File: src/sv/four_channel_rms_accumulator_unit_defines.svh
// assertion macros used by the rms accumulator back end
`ifndef FOUR_CHANNEL_RMS_ACCUMULATOR_UNIT_DEFINES_SVH
`define FOUR_CHANNEL_RMS_ACCUMULATOR_UNIT_DEFINES_SVH

// property that must hold in the same cycle
`define FCRMS_ASSERT(lbl, prop, msg) \
	lbl: assert property (@(posedge clk) disable iff (!arst_n) (prop)) else $error(msg);

// consequence checked in the cycle after the trigger
`define FCRMS_ASSERT_NEXT(lbl, ante, cons, msg) \
	lbl: assert property (@(posedge clk) disable iff (!arst_n) (ante) |=> (cons)) else $error(msg);

`endif

File: src/sv/fcrms_pkg.sv
`default_nettype none
package fcrms_pkg;
	localparam int FRAME_WORDS = 32;
	localparam int SAMPLE_BITS = 12;
	localparam int NUM_CH      = 4;
	localparam int MEAN_SHIFT  = 3;

	localparam int SAMPLE_W   = 12;
	localparam int IDX_W      = $clog2(FRAME_WORDS);
	localparam int CH_W       = $clog2(NUM_CH);
	localparam int SUM_W      = SAMPLE_BITS + $clog2(FRAME_WORDS / NUM_CH);
	localparam int MEAN_W     = SUM_W - MEAN_SHIFT;
	localparam int OFF_W      = 12;
	localparam int MAG_W      = (MEAN_W > OFF_W) ? MEAN_W : OFF_W;
	localparam int SQ_W       = 2 * MAG_W;
	localparam int ACC_W      = 32;
	localparam int PER_W      = 8;
	localparam int RMS_W      = 12;
	localparam int ROOT_W     = ACC_W / 2;
	localparam int SREM_W     = ROOT_W + 4;
	localparam int STEP_W     = $clog2(ACC_W);
	localparam int CFG_IDX_W  = 3;
	localparam int CFG_DATA_W = 12;
	localparam int QUEUE_DEPTH = 2;
	localparam int QP_W       = (QUEUE_DEPTH > 1) ? $clog2(QUEUE_DEPTH) : 1;
	localparam int QC_W       = $clog2(QUEUE_DEPTH + 1);

	localparam logic [PER_W-1:0] PERIOD_RESET = PER_W'(24);
	localparam logic [RMS_W-1:0] RMS_MAX      = {RMS_W{1'b1}};

	localparam logic [CFG_IDX_W-1:0] REG_PERIOD   = CFG_IDX_W'(0);
	localparam logic [CFG_IDX_W-1:0] REG_OFFSET_A = CFG_IDX_W'(1);
	localparam logic [CFG_IDX_W-1:0] REG_OFFSET_B = CFG_IDX_W'(2);
	localparam logic [CFG_IDX_W-1:0] REG_OFFSET_C = CFG_IDX_W'(3);
	localparam logic [CFG_IDX_W-1:0] REG_OFFSET_D = CFG_IDX_W'(4);

	typedef struct packed {
		logic                           skip;
		logic [NUM_CH-1:0][SUM_W-1:0]   sums;
	} frame_t;

	typedef struct packed {
		logic full;
		logic empty;
	} queue_stat_t;

	typedef struct packed {
		logic [CH_W-1:0]  channel;
		logic [ACC_W-1:0] square_sum;
		logic [RMS_W-1:0] rms_code;
		logic             frame_error;
		logic             last;
	} result_t;
endpackage
`default_nettype wire

File: src/sv/fcrms_front.sv
`default_nettype none
module fcrms_front (
	input  wire logic                               clk,
	input  wire logic                               arst_n,
	input  wire logic                               in_valid,
	output logic                                    in_ready,
	input  wire logic [fcrms_pkg::SAMPLE_W-1:0]     sample,
	input  wire logic                               skip_frame,
	output logic                                    push,
	output fcrms_pkg::frame_t                       push_frame,
	input  wire fcrms_pkg::queue_stat_t             q_stat
);
	import fcrms_pkg::*;

	logic [IDX_W-1:0]             idx_q;
	logic [NUM_CH-1:0][SUM_W-1:0] sums_q;
	logic [NUM_CH-1:0][SUM_W-1:0] sums_next;
	logic [CH_W-1:0]              ch;
	logic                         last_word;
	logic                         accept;

	assign ch        = idx_q[CH_W-1:0];
	assign last_word = (idx_q == IDX_W'(FRAME_WORDS - 1));
	assign in_ready  = !(last_word && q_stat.full);
	assign accept    = in_valid && in_ready;

	always_comb begin
		sums_next     = sums_q;
		sums_next[ch] = sums_q[ch] + SUM_W'(sample[SAMPLE_BITS-1:0]);
	end

	assign push            = accept && last_word;
	assign push_frame.skip = skip_frame;
	assign push_frame.sums = sums_next;

	always_ff @(posedge clk or negedge arst_n) begin
		if (!arst_n) begin
			idx_q  <= '0;
			sums_q <= '0;
		end else if (accept) begin
			if (last_word) begin
				idx_q  <= '0;
				sums_q <= '0;
			end else begin
				idx_q  <= idx_q + 1'b1;
				sums_q <= sums_next;
			end
		end
	end
endmodule
`default_nettype wire

File: src/sv/fcrms_queue.sv
`default_nettype none
module fcrms_queue (
	input  wire logic               clk,
	input  wire logic               arst_n,
	input  wire logic               push,
	input  wire fcrms_pkg::frame_t  push_frame,
	input  wire logic               pop,
	output fcrms_pkg::frame_t       pop_frame,
	output fcrms_pkg::queue_stat_t  q_stat
);
	import fcrms_pkg::*;

	frame_t           mem_q [QUEUE_DEPTH];
	logic [QP_W-1:0]  wr_q;
	logic [QP_W-1:0]  rd_q;
	logic [QC_W-1:0]  cnt_q;

	assign q_stat.full  = (cnt_q == QC_W'(QUEUE_DEPTH));
	assign q_stat.empty = (cnt_q == '0);
	assign pop_frame    = mem_q[rd_q];

	always_ff @(posedge clk) begin
		if (push) begin
			mem_q[wr_q] <= push_frame;
		end
	end

	always_ff @(posedge clk or negedge arst_n) begin
		if (!arst_n) begin
			wr_q  <= '0;
			rd_q  <= '0;
			cnt_q <= '0;
		end else begin
			if (push) begin
				wr_q <= (wr_q == QP_W'(QUEUE_DEPTH - 1)) ? '0 : wr_q + 1'b1;
			end
			if (pop) begin
				rd_q <= (rd_q == QP_W'(QUEUE_DEPTH - 1)) ? '0 : rd_q + 1'b1;
			end
			if (push && !pop) begin
				cnt_q <= cnt_q + 1'b1;
			end else if (pop && !push) begin
				cnt_q <= cnt_q - 1'b1;
			end
		end
	end
endmodule
`default_nettype wire

File: src/sv/fcrms_back.sv
`default_nettype none
`include "four_channel_rms_accumulator_unit_defines.svh"
module fcrms_back (
	input  wire logic                                              clk,
	input  wire logic                                              arst_n,
	input  wire fcrms_pkg::queue_stat_t                            q_stat,
	input  wire fcrms_pkg::frame_t                                 pop_frame,
	output logic                                                   pop,
	input  wire logic [fcrms_pkg::PER_W-1:0]                       period,
	input  wire logic [fcrms_pkg::NUM_CH-1:0][fcrms_pkg::OFF_W-1:0] offsets,
	output logic                                                   out_valid,
	input  wire logic                                              out_ready,
	output fcrms_pkg::result_t                                     out_result
);
	import fcrms_pkg::*;

	localparam logic [3:0] ST_IDLE = 4'd0;
	localparam logic [3:0] ST_MAG  = 4'd1;
	localparam logic [3:0] ST_SQR  = 4'd2;
	localparam logic [3:0] ST_ACC  = 4'd3;
	localparam logic [3:0] ST_FCNT = 4'd4;
	localparam logic [3:0] ST_LOAD = 4'd5;
	localparam logic [3:0] ST_DIV  = 4'd6;
	localparam logic [3:0] ST_SQRT = 4'd7;
	localparam logic [3:0] ST_OUT  = 4'd8;
	localparam logic [3:0] ST_ERR  = 4'd9;

	logic [3:0]        state_q;
	frame_t            frame_q;
	logic [CH_W-1:0]   ch_q;
	logic [MAG_W-1:0]  mag_q;
	logic [SQ_W-1:0]   sq_q;
	logic [ACC_W-1:0]  acc_q [NUM_CH];
	logic [PER_W-1:0]  fcnt_q;
	logic [PER_W-1:0]  div_q;
	logic [STEP_W-1:0] step_q;
	logic [PER_W-1:0]  rem_q;
	logic [ACC_W-1:0]  val_q;
	logic [SREM_W-1:0] srem_q;
	logic [ROOT_W-1:0] root_q;
	logic              out_valid_q;
	result_t           out_q;

	logic [MEAN_W-1:0] mean;
	logic [MAG_W:0]    dif;
	logic [MAG_W:0]    dif_neg;
	logic [MAG_W-1:0]  mag;
	logic [PER_W-1:0]  per_eff;
	logic [PER_W-1:0]  cnt_inc;
	logic [PER_W:0]    dt;
	logic [PER_W:0]    dt_sub;
	logic              dge;
	logic [SREM_W-1:0] sr;
	logic [SREM_W-1:0] trial;
	logic              sge;
	logic [RMS_W-1:0]  rms_sat;
	logic              out_free;
	logic              ch_last;

	// offset-corrected frame mean magnitude
	assign mean    = frame_q.sums[ch_q][SUM_W-1:MEAN_SHIFT];
	assign dif     = {1'b0, MAG_W'(mean)} - {1'b0, MAG_W'(offsets[ch_q])};
	assign dif_neg = -dif;
	assign mag     = dif[MAG_W] ? dif_neg[MAG_W-1:0] : dif[MAG_W-1:0];

	assign per_eff = (period == '0) ? PER_W'(1) : period;
	assign cnt_inc = fcnt_q + 1'b1;
	assign ch_last = (ch_q == CH_W'(NUM_CH - 1));

	// restoring divide, one quotient bit per step
	assign dt     = {rem_q, val_q[ACC_W-1]};
	assign dge    = (dt >= {1'b0, div_q});
	assign dt_sub = dt - {1'b0, div_q};

	// digit-by-digit root, one root bit per step
	assign sr    = {srem_q[SREM_W-3:0], val_q[ACC_W-1:ACC_W-2]};
	assign trial = SREM_W'({root_q, 2'b01});
	assign sge   = (sr >= trial);

	assign rms_sat  = (root_q > ROOT_W'(RMS_MAX)) ? RMS_MAX : root_q[RMS_W-1:0];
	assign out_free = !out_valid_q || out_ready;
	assign pop      = (state_q == ST_IDLE) && !q_stat.empty;

	assign out_valid  = out_valid_q;
	assign out_result = out_q;

	always_ff @(posedge clk) begin
		case (state_q)
			ST_IDLE: begin
				if (pop) begin
					frame_q <= pop_frame;
				end
			end
			ST_MAG: begin
				mag_q <= mag;
			end
			ST_SQR: begin
				sq_q <= SQ_W'(mag_q) * SQ_W'(mag_q);
			end
			ST_LOAD: begin
				val_q <= acc_q[ch_q];
				rem_q <= '0;
			end
			ST_DIV: begin
				rem_q <= dge ? dt_sub[PER_W-1:0] : dt[PER_W-1:0];
				val_q <= {val_q[ACC_W-2:0], dge};
				if (step_q == STEP_W'(ACC_W - 1)) begin
					srem_q <= '0;
					root_q <= '0;
				end
			end
			ST_SQRT: begin
				srem_q <= sge ? (sr - trial) : sr;
				root_q <= {root_q[ROOT_W-2:0], sge};
				val_q  <= {val_q[ACC_W-3:0], 2'b00};
			end
			ST_OUT: begin
				if (out_free) begin
					out_q.channel     <= ch_q;
					out_q.square_sum  <= acc_q[ch_q];
					out_q.rms_code    <= rms_sat;
					out_q.frame_error <= 1'b0;
					out_q.last        <= ch_last;
				end
			end
			ST_ERR: begin
				if (out_free) begin
					out_q.channel     <= '0;
					out_q.square_sum  <= '0;
					out_q.rms_code    <= '0;
					out_q.frame_error <= 1'b1;
					out_q.last        <= 1'b1;
				end
			end
			default: begin
			end
		endcase
	end

	always_ff @(posedge clk or negedge arst_n) begin
		if (!arst_n) begin
			state_q     <= ST_IDLE;
			ch_q        <= '0;
			fcnt_q      <= '0;
			div_q       <= PER_W'(1);
			step_q      <= '0;
			out_valid_q <= 1'b0;
			for (int k = 0; k < NUM_CH; k++) begin
				acc_q[k] <= '0;
			end
		end else begin
			if (out_valid_q && out_ready) begin
				out_valid_q <= 1'b0;
			end
			case (state_q)
				ST_IDLE: begin
					if (pop) begin
						ch_q    <= '0;
						state_q <= pop_frame.skip ? ST_ERR : ST_MAG;
					end
				end
				ST_MAG: begin
					state_q <= ST_SQR;
				end
				ST_SQR: begin
					state_q <= ST_ACC;
				end
				ST_ACC: begin
					acc_q[ch_q] <= acc_q[ch_q] + ACC_W'(sq_q);
					if (ch_last) begin
						state_q <= ST_FCNT;
					end else begin
						ch_q    <= ch_q + 1'b1;
						state_q <= ST_MAG;
					end
				end
				ST_FCNT: begin
					if (cnt_inc >= per_eff) begin
						fcnt_q  <= '0;
						div_q   <= per_eff;
						ch_q    <= '0;
						state_q <= ST_LOAD;
					end else begin
						fcnt_q  <= cnt_inc;
						state_q <= ST_IDLE;
					end
				end
				ST_LOAD: begin
					step_q  <= '0;
					state_q <= ST_DIV;
				end
				ST_DIV: begin
					if (step_q == STEP_W'(ACC_W - 1)) begin
						step_q  <= '0;
						state_q <= ST_SQRT;
					end else begin
						step_q <= step_q + 1'b1;
					end
				end
				ST_SQRT: begin
					if (step_q == STEP_W'(ROOT_W - 1)) begin
						state_q <= ST_OUT;
					end else begin
						step_q <= step_q + 1'b1;
					end
				end
				ST_OUT: begin
					if (out_free) begin
						out_valid_q <= 1'b1;
						acc_q[ch_q] <= '0;
						if (ch_last) begin
							state_q <= ST_IDLE;
						end else begin
							ch_q    <= ch_q + 1'b1;
							state_q <= ST_LOAD;
						end
					end
				end
				ST_ERR: begin
					if (out_free) begin
						out_valid_q <= 1'b1;
						state_q     <= ST_IDLE;
					end
				end
				default: begin
					state_q <= ST_IDLE;
				end
			endcase
		end
	end

	`FCRMS_ASSERT(a_last_on_final, (out_valid_q && out_q.last) |-> (out_q.frame_error || out_q.channel == CH_W'(NUM_CH - 1)), "last flag on a result that is not final")
	`FCRMS_ASSERT(a_error_payload, (out_valid_q && out_q.frame_error) |-> (out_q.square_sum == '0 && out_q.rms_code == '0 && out_q.last), "error result with nonzero payload")
	`FCRMS_ASSERT_NEXT(a_period_restart, (state_q == ST_FCNT && cnt_inc >= per_eff), (fcnt_q == '0 && state_q == ST_LOAD && ch_q == '0), "period end did not restart the frame count")
endmodule
`default_nettype wire

File: src/sv/four_channel_rms_accumulator_unit.sv
// channel   signals                                         direction
// input     in_valid, in_ready, sample, skip_frame          request in
// output    out_valid, out_ready, channel, square_sum,
//           rms_code, frame_error, last                     request out
// config    cfg_we, cfg_index, cfg_data                     write only
//
// the front takes one sample per cycle while in_ready is high and pushes a frame record on each frame's last word
// the back handles a good frame as pop, then mean, square and add per channel, then count,
// and a discard as pop, then an error result
// a period end runs load, a 32-step divide, a 16-step root and output for each channel
// the two-entry frame queue stalls in_ready only on a last word while it is full
// reset clears sample index, frame sums, accumulators and frame count; period resets to 24
`default_nettype none
module four_channel_rms_accumulator_unit (
	input  wire logic                                 clk,
	input  wire logic                                 arst_n,
	input  wire logic                                 in_valid,
	output logic                                      in_ready,
	input  wire logic [fcrms_pkg::SAMPLE_W-1:0]       sample,
	input  wire logic                                 skip_frame,
	output logic                                      out_valid,
	input  wire logic                                 out_ready,
	output logic [fcrms_pkg::CH_W-1:0]                channel,
	output logic [fcrms_pkg::ACC_W-1:0]               square_sum,
	output logic [fcrms_pkg::RMS_W-1:0]               rms_code,
	output logic                                      frame_error,
	output logic                                      last,
	input  wire logic                                 cfg_we,
	input  wire logic [fcrms_pkg::CFG_IDX_W-1:0]      cfg_index,
	input  wire logic [fcrms_pkg::CFG_DATA_W-1:0]     cfg_data
);
	import fcrms_pkg::*;

	logic [PER_W-1:0]              period_q;
	logic [NUM_CH-1:0][OFF_W-1:0]  offsets_q;
	logic                          push;
	frame_t                        push_frame;
	logic                          pop;
	frame_t                        pop_frame;
	queue_stat_t                   q_stat;
	result_t                       res;

	always_ff @(posedge clk or negedge arst_n) begin
		if (!arst_n) begin
			period_q  <= PERIOD_RESET;
			offsets_q <= '0;
		end else if (cfg_we) begin
			case (cfg_index)
				REG_PERIOD:   period_q     <= cfg_data[PER_W-1:0];
				REG_OFFSET_A: offsets_q[0] <= cfg_data[OFF_W-1:0];
				REG_OFFSET_B: offsets_q[1] <= cfg_data[OFF_W-1:0];
				REG_OFFSET_C: offsets_q[2] <= cfg_data[OFF_W-1:0];
				REG_OFFSET_D: offsets_q[3] <= cfg_data[OFF_W-1:0];
				default: begin
				end
			endcase
		end
	end

	fcrms_front u_front (
		.clk        (clk),
		.arst_n     (arst_n),
		.in_valid   (in_valid),
		.in_ready   (in_ready),
		.sample     (sample),
		.skip_frame (skip_frame),
		.push       (push),
		.push_frame (push_frame),
		.q_stat     (q_stat)
	);

	fcrms_queue u_queue (
		.clk        (clk),
		.arst_n     (arst_n),
		.push       (push),
		.push_frame (push_frame),
		.pop        (pop),
		.pop_frame  (pop_frame),
		.q_stat     (q_stat)
	);

	fcrms_back u_back (
		.clk        (clk),
		.arst_n     (arst_n),
		.q_stat     (q_stat),
		.pop_frame  (pop_frame),
		.pop        (pop),
		.period     (period_q),
		.offsets    (offsets_q),
		.out_valid  (out_valid),
		.out_ready  (out_ready),
		.out_result (res)
	);

	assign channel     = res.channel;
	assign square_sum  = res.square_sum;
	assign rms_code    = res.rms_code;
	assign frame_error = res.frame_error;
	assign last        = res.last;
endmodule
`default_nettype wire

File: config.mk
export PLATFORM = sky130hd
export DESIGN_NAME = four_channel_rms_accumulator_unit
export DESIGN_NICKNAME = d
export VERILOG_FILES = /design/src/sv/fcrms_pkg.sv /design/src/sv/fcrms_front.sv /design/src/sv/fcrms_queue.sv /design/src/sv/fcrms_back.sv /design/src/sv/four_channel_rms_accumulator_unit.sv
export VERILOG_INCLUDE_DIRS = /design/src /design/src/sv
export SDC_FILE = /design/constraint.sdc
export NUM_CORES = 1
export LEC_CHECK = 0
export BUFFER_PORTS_ARGS = -buffer_cell sky130_fd_sc_hd__buf_2
export CAP_MARGIN = 40
export CELL_PAD_IN_SITES_DETAIL_PLACEMENT = 0
export CELL_PAD_IN_SITES_GLOBAL_PLACEMENT = 1
export CORE_MARGIN = 4
export CORE_UTILIZATION = 56
export DETAILED_ROUTE_END_ITERATION = 8
export PLACE_DENSITY = 0.95
export SETUP_SLACK_MARGIN = 0.02
export SYNTH_ARGS = -nofsm -noshare
export SYNTH_HDL_FRONTEND = slang
export SYNTH_SLANG_ARGS = --single-unit
File: constraint.sdc
create_clock -name clk -period 14.26 [get_ports clk]
set_input_delay 0.713 -clock clk [delete_from_list [all_inputs] [get_ports clk]]
set_output_delay 0.713 -clock clk [all_outputs]
set_load 0.005 [all_outputs]
==> results of run 1 <==
## final timing paths
check | from | end | slack [ps] | cells after the start
max | u_back.mag_q[2]$_DFFE_PP_ | u_back.sq_q[21]$_DFFE_PP_ | 8480 | 19
min | arst_n | u_front.sums_q[27]$_DFFE_PN0P_ | 50 | 1
max reg2reg | u_back.mag_q[2]$_DFFE_PP_ | u_back.sq_q[21]$_DFFE_PP_ | 8480 | 19
min reg2reg | u_back.acc_q[14]$_DFFE_PN0P_ | u_back.acc_q[14]$_DFFE_PN0P_ | 480 | 2
max in group asynchronous | arst_n | u_back.acc_q[83]$_DFFE_PN0P_ | 12440 | 3
min in group clk | skip_frame | u_queue.mem_q[1][60]$_DFFE_PP_ | 340 | 1
## worst register-to-register path: stages (launching register included)
cell and delay, ps:
edfxtp_1 600, and2_1 220, inv_1 60, fa_1 530, inv_1 60, fa_1 500
fa_1 520, fa_1 540, inv_1 50, fa_1 520, inv_1 50, ha_1 360
nand3_1 110, nand2_1 60, a41oi_1 250, a21oi_1 140, and2_1 220, a2111oi_0 440
nor3_1 130, xor2_1 170
## sequential cells by signal (all words and copies together), names as in the netlist, 5 cells and up
name / cells
u_back.root_q: 16
u_back.frame_q: 48
u_queue.mem_q: 98
u_back.val_q: 32
u_front.idx_q: 5
u_back.srem_q: 18
period_q: 8
u_back.out_result: 48
u_back.rem_q: 8
u_back.step_q: 5
offsets_q: 48
u_back.acc_q: 128
u_front.sums_q: 60
u_back.sq_q: 23
u_back.div_q: 8
u_back.mag_q: 12
u_back.fcnt_q: 8
## final cells by class
| class | count | share of cell area |
|---|---|---|
| Tap cell | 756 | 0.02669 |
| Clock inverter | 39 | 0.01038 |
| Sequential cell | 584 | 0.4554 |
| Clock buffer | 73 | 0.04430 |
| Multi-Input combinational cell | 1796 | 0.4172 |
| Timing Repair Buffer | 124 | 0.02252 |
| Inverter | 222 | 0.02351 |
## cells by family (layout without fill, tap and decap cells)
group / count (synthesis) / in the layout / share of synthesized area
AND/OR/NAND/NOR: 651 / 651 / 0.09396
flip-flops: 584 / 584 / 0.5019
adder cells (fa/ha/maj): 239 / 239 / 0.1129
multiplexers: 297 / 297 / 0.1263
AO/OA/AOI/OAI: 494 / 494 / 0.09396
buffers and inverters: 340 / 458 / 0.03974
XOR/XNOR: 115 / 115 / 0.03133
## cells in the mapped netlist (2+ instances only)
cell type  count
ha_1         154
mux4_2        71
o211ai_1       5
o21a_1        12
mux2i_1       68
nand2b_1      19
dfstp_2        3
mux2_2       158
o311ai_0       2
nand3_1       30
nand3b_1       7
fa_1          85
a2bb2oi_1      2
buf_1         26
and2_1        53
o31a_1         2
a21oi_1      105
a21o_1        33
a21boi_0       4
o21ai_0      212
o31ai_1       27
a22o_1        38
clkbuf_1      91
nand4_1       10
nor3_1        22
nor2b_1       61
dfrtp_1      278
xnor2_1       79
o21ai_1        2
and3b_1        2
a31oi_1       13
nor2_1       170
or3_1          4
or2_2         11
nand2_1      233
o21bai_1       7
xor2_1        36
nor4_1         5
edfxtp_1     303
nor3b_1        2
and3_1        19
inv_1        222
a211oi_1      10
## per-stage QoR
stage / hold WS [ps] / worst slack, ps
2_1_floorplan: 417.4 / 7602
3_3_place_gp: 454.3 / 8594
3_5_place_dp: 465.4 / 8496
4_1_cts: 55.11 / 8468
5_1_grt: 81.44 / 8202
6_report: 46.24 / 8479
## per-layer routing
layer	part of all wire	vias to the layer above	GRT usage
met4	0.024	0	0.05973
met1	0.42	10450	0.2982
met2	0.51	541	0.4041
met5	0	-	0
met3	0.045	116	0.02701
li1	-	9737	-
==> summary.txt, run 1 <==
Synthesis
  • Register area share after synthesis: 0.5019
  • FF+latch count, synth: 584
  • Mean Syn Cell Area: 11.82 µm²
  • Prevailing post-synth register cell: edfxtp_1
  • Syn_nets: 2992
  • Mapped Cells: 2720
  • Synth top area share: 0.2830
  • Post-synthesis cell type count: 67
  • Yosys Warn Count: 0
  • Synthesized cell area: 0.03215 mm²
  • Post-synth EDFFs: 303
  • Async set-or-reset flop fraction in the synthesized netlist: 0.4812
  • Synth area leader: edfxtp_1
  • Top area cells in the synthesized netlist: edfxtp_1, dfrtp_1, ha_1

Clock tree
  • Setup Fix Bufs, Post-CTS: 0
  • CTS tree: yes
  • Post-cts hold buffer count: 0
  • CTS Buffer Depth: 3
  • Clk sinks: 584
  • H-tree levels: 2
  • Post_cts resized: 0
  • Num CTS Buffers: 59
  • Worst-Skew Late Latency: 620 ps
  • Clock Pin Slew Worst Setup and Hold Paths: 60 ps
  • Root buffer cell: clkbuf_16

Route
  • Drt total wl: 68340 µm
  • DR DRC count: 0
  • DR WL/cell: 19.01 µm
  • Vias per inst: 5.801
  • Pre-Repair DR Iteration Count: 5
  • Via count: 20850
  • Drt initial violations: 1601
  • DRT antenna net count: 0

Timing
  • Final hold violations: 0
  • Layout Skew: 21.81 ps
  • RSZ-0062 raised after global routing: no
  • Fin. max-slew vios: 0
  • Peak Freq: 173.0 MHz
  • Final worst path period need: 5781 ps
  • Slew of the pin with the lowest slew margin: 806.6 ps
  • Setup-failing EPs final: 0
  • Crit share post-route: 0.4054
  • Max-slew headroom: 0.4623
  • Post-route setup TNS: 0 ps

Finish
  • Multi-input logic area: 0.01479 mm²
  • Sequential Area: 0.01614 mm²
  • Most frequent cells in the layout: edfxtp_1, dfrtp_1, nand2_1, inv_1, o21ai_0
  • Share of layout cells above drive strength 1: 0.1705
  • Nets: 3059
  • Commonest non-fill, non-tap cell in the layout: edfxtp_1
  • Fin util: 0.6262
  • Fin cells: 3594
  • # fillers: 4278
  • Area grow syn2layout: 10.26%
  • Final non-filler cell area: 0.03545 mm²
  • Diodes inserted: 0

Worst setup path
  • CP Max Fanout: 13
  • CP Class: flip-flop to flip-flop
  • Critical path's largest stage delay: 600 ps
  • Critical Path AT: 6130 ps
  • Slowest-stage cell, CP: edfxtp_1
  • Crit. End Element: flip-flop
  • Worst path cell trace: and2_1 -> inv_1 -> fa_1 -> inv_1 -> fa_1 -> fa_1 -> fa_1 -> inv_1 -> fa_1 -> inv_1 -> ha_1 -> nand3_1 -> nand2_1 -> a41oi_1 -> a21oi_1 -> and2_1 -> a2111oi_0 -> nor3_1 -> xor2_1
  • Largest delay share family, worst path: adder cells
  • WP data required: 14610 ps
  • CP Buf/Inv Count: 4
  • Startpoint types: flip-flop
  • Most used cell, CP: fa_1

Global route
  • Largest net degree at the start of global routing: 73
  • Initial antenna violation count: 1
  • Total grt overflow: 0
  • Global-route usage over all layers: 0.2272
  • Vias in the first global route: 21780
  • First-pass GRT wire length: 113300 µm

Run
  • MaxCap Viol Count: 0

Die
  • I/O pin total: 83
  • Core Rows: 87
  • Core area: 0.05660 mm²
  • Die ar.: 0.06130 mm²
  • Initial core utilization: 0.5679
  • Die Ht: 247.6 µm
  • Chip width: 247.6 µm

Place
  • Buffers on Ports: 82
  • Placed Cells: 3482
  • GP Congestion: 0.8965
  • Area after DPL: 0.03351 mm²
  • Detailed-placement wirelength estimate: 48150 µm

Worst hold path
  • Hold WC Path Type: input pin to asynchronous set/reset pin

Outcome
  • Status: finished clean
Power of run 1 is left out: the tool's default activity adds up to more than one toggle a clock period on the data nets, which glitch-free logic cannot reach.
==> run 2: changes to the inputs <==
ABC_AREA = 1   (was default)
CORE_UTILIZATION = 44   (was 56)
PLACE_DENSITY = 0.87   (was 0.95)
clock period = 5.15 ns   (was 14.26 ns; I/O delays follow)
==> run 2 against run 1 <==
Clock-buffer cell count rose by 26. Largest cell class unchanged. Setup slack got worse by 8200 ps. Sequential share of layout area fell by 2.4 points. Global-route usage fell by 3.1 points. Final area rose by 5.5%. Sequential cell count did not move. Cell count rose by 36%. Synthesized cell count rose by 40%. Maximum frequency rose by 19%.
==> summary.txt, run 2 <==
Synthesis
  • Async set-or-reset flop fraction in the synthesized netlist: 0.4812 (unchanged)
  • Prevailing post-synth register cell: edfxtp_1
  • Count leader, synth: nand2_1
  • Mapped Cells: 3808 (+40%)
  • Post-synth EDFFs: 303 (unchanged)
  • Yosys Warn Count: 0 (unchanged)
  • Synthesized cell area: 0.03340 mm² (+3.9%)
  • Mean Syn Cell Area: 8.772 µm² (-26%)
  • Adder-Cell Fraction of Synth Area: 0.1086 (-0.004249)
  • Register area share after synthesis: 0.4830 (-0.01889)
  • Synth Area in Simple Gates: 0.1913 (+0.09737)
  • Synth area leader: edfxtp_1
  • Commonest cells post-synth: nand2_1, inv_1, o21ai_0
  • Top area cells in the synthesized netlist: edfxtp_1, dfrtp_1, nand2_1
  • Xor/xnor share of the synthesized area: 0.02438 (-0.006948)
  • Largest family of logic cells by synthesized area: simple AND/OR/NAND/NOR gates
  • Post-synthesis cell type count: 62 (-7.5%)
  • Mux cell area share after synthesis: 0.0006368 (-0.1256)
  • Syn_nets: 4080 (+36%)
  • FF+latch count, synth: 584 (unchanged)
  • Synth Area in Compound Gates: 0.1160 (+0.02201)
  • Synth top area share: 0.2724 (-0.01065)

Die
  • Die ar.: 0.08039 mm² (+31%)
  • Chip width: 283.5 µm (+15%)
  • Core area: 0.07482 mm² (+32%)
  • Core Rows: 100 (+15%)
  • I/O pin total: 83 (unchanged)
  • Initial core utilization: 0.4465 (-0.1215)
  • Die Ht: 283.5 µm (+15%)

Timing
  • Slew of the pin with the lowest slew margin: 1005 ps (+198.4 ps)
  • Max-slew headroom: 0.3300 (-0.1322)
  • Crit share post-route: 0.9446 (+0.5392)
  • Final hold violations: 0 (unchanged)
  • RSZ-0062 raised after global routing: no
  • Final worst path period need: 4864 ps (-916.4 ps)
  • Min setup slack post-route: 285.5 ps (-8194 ps)
  • Peak Freq: 205.6 MHz (+19%)
  • Post-route setup TNS: 0 ps (unchanged)
  • Layout Skew: 22.08 ps (+0.2732 ps)
  • Setup-failing EPs final: 0 (unchanged)
  • Fin. max-slew vios: 0 (unchanged)

Route
  • DRT antenna net count: 0 (unchanged)
  • Pre-Repair DR Iteration Count: 5 (unchanged)
  • Drt total wl: 79130 µm (+16%)
  • Vias per inst: 5.177 (-11%)
  • Via count: 25390 (+22%)
  • DR DRC count: 0 (unchanged)
  • DR WL/cell: 16.13 µm (-15%)
  • Drt initial violations: 1787 (+12%)

Outcome
  • Status: finished clean

Global route
  • First-pass GRT wire length: 130500 µm (+15%)
  • Vias in the first global route: 25010 (+15%)
  • Largest net degree at the start of global routing: 127 (+74%)
  • Initial antenna violation count: 0 (-1)
  • Total grt overflow: 0 (unchanged)
  • Global-route usage over all layers: 0.1960 (-0.03125)

Worst setup path
  • Worst r2r path cells: 19 (unchanged)
  • Crit. End Element: flip-flop
  • Reg2Reg Launch Point: u_back.mag_q[2]$_DFFE_PP_
  • Setup slack, reg-to-reg: 290 ps (-8190 ps)
  • CP Max Fanout: 7 (-6)
  • Startpoint types: flip-flop
  • CP Class: flip-flop to flip-flop
  • WP data required: 5500 ps (-9110 ps)
  • Worst R2R End: u_back.sq_q[23]$_DFFE_PP_
  • Critical Path AT: 5210 ps (-920 ps)

Clock tree
  • Num CTS Buffers: 66 (+12%)
  • H-tree levels: 3 (+1)
  • Clk sinks: 584 (unchanged)
  • CTS Buffer Depth: 3 (unchanged)
  • Clock Pin Slew Worst Setup and Hold Paths: 60 ps (about the same)
  • CTS tree: yes
  • Worst-Skew Late Latency: 610 ps (about the same)
  • Root buffer cell: clkbuf_16

Place
  • Buffers on Ports: 82 (unchanged)
  • Detailed-placement wirelength estimate: 55390 µm (+15%)
  • GP Congestion: 0.8874 (-1.0%)
  • Placed Cells: 4764 (+37%)
  • Setup WS pre-CTS: 94.35 ps (-8402 ps)

Finish
  • Share of layout cells above drive strength 1: 0.08714 (-0.08340)
  • Largest register FFs: 128 (unchanged)
  • Top Registers: u_back.acc_q: 128 flops, u_queue.mem_q: 98 flops, u_front.sums_q: 60 flops
  • Area grow syn2layout: 11.92%
  • Multi-input logic area: 0.01491 mm² (+0.82%)
  • Diodes inserted: 0 (unchanged)
  • Commonest non-fill, non-tap cell in the layout: nand2_1
  • Fin cells: 4905 (+36%)
  • Fin util: 0.4997 (-0.1266)
  • Largest Register: u_back.acc_q
  • Sequential Area: 0.01614 mm² (about the same)
  • # fillers: 7044 (+65%)
  • Most frequent cells in the layout: nand2_1, inv_1, o21ai_0, edfxtp_1, dfrtp_1
  • Nets: 4155 (+36%)

Worst hold path
  • Min-Delay Endpoint: offsets_q[35]$_DFFE_PN0P_
  • Hold path startpoint: cfg_data[11]
  • Hold WC Path Type: input pin to flip-flop
  • Hold Path Cell Cnt: 3

Run
  • MaxCap Viol Count: 0 (unchanged)
run 2: through the flow:
step	hold WS (ps)	instance area [µm²]
2_1_floorplan	-38.09	33400
3_5_place_dp	418.3	34930
6_report	15.52	37390
3_3_place_gp	411.5	34810
5_1_grt	34.54	37390
4_1_cts	1.475	37140
run 2: cell type report:
class	count	area share
Sequential cell	584	0.4317
Multi-Input combinational cell	2578	0.3988
Clock buffer	99	0.05187
Inverter	500	0.05027
Tap cell	969	0.03243
Timing Repair Buffer	153	0.02918
Clock inverter	22	0.005723
run 2: how the worst max path moves through the flow:
stage                                          from                        end  cells after the start
final                     u_back.mag_q[2]$_DFFE_PP_  u_back.sq_q[23]$_DFFE_PP_                     19
after global routing      u_back.mag_q[3]$_DFFE_PP_  u_back.sq_q[22]$_DFFE_PP_                     20
after CTS                 u_back.mag_q[2]$_DFFE_PP_  u_back.sq_q[23]$_DFFE_PP_                     19
after detailed placement  u_back.mag_q[2]$_DFFE_PP_  u_back.sq_q[23]$_DFFE_PP_                     19
after global placement    u_back.mag_q[2]$_DFFE_PP_  u_back.sq_q[23]$_DFFE_PP_                     19
after floorplan           u_back.mag_q[2]$_DFFE_PP_  u_back.sq_q[23]$_DFFE_PP_                     20
run 2: cell families (layout without fill, tap and decap cells):
family	Yosys count	count (layout)
muxes	2	2
DFF	584	584
buffers and inverters	646	774
AOI/OAI and AO/OA	683	683
adders and majority gates	239	239
and+or+nand+nor	1561	1561
xor gates and xnor gates	93	93
run 2: timing repair:
action,CTS,global route
hold buffers,5,0
hold endpoints to repair,126,0
buffers inserted,0,15
gates resized for setup,0,30
setup endpoints to repair,0,6
run 2: critical path: stages (launching register included):
cell	delay [ps]
edfxtp_1	520
nand2_2	120
inv_1	60
fa_1	530
inv_1	60
fa_1	520
inv_1	50
fa_1	500
fa_1	540
inv_1	50
fa_1	520
inv_1	40
ha_2	360
nand2_2	100
nor2_2	120
nand3_1	130
o2111ai_4	130
nand3_1	100
nand3_1	90
xor2_1	60
run 2: layer usage:
metal	track usage	share of wire
met5	0	0
met3	0.02803	0.045
met1	0.2559	0.44
met2	0.3384	0.49
met4	0.06163	0.028
Power of run 2 is left out for the same reason.
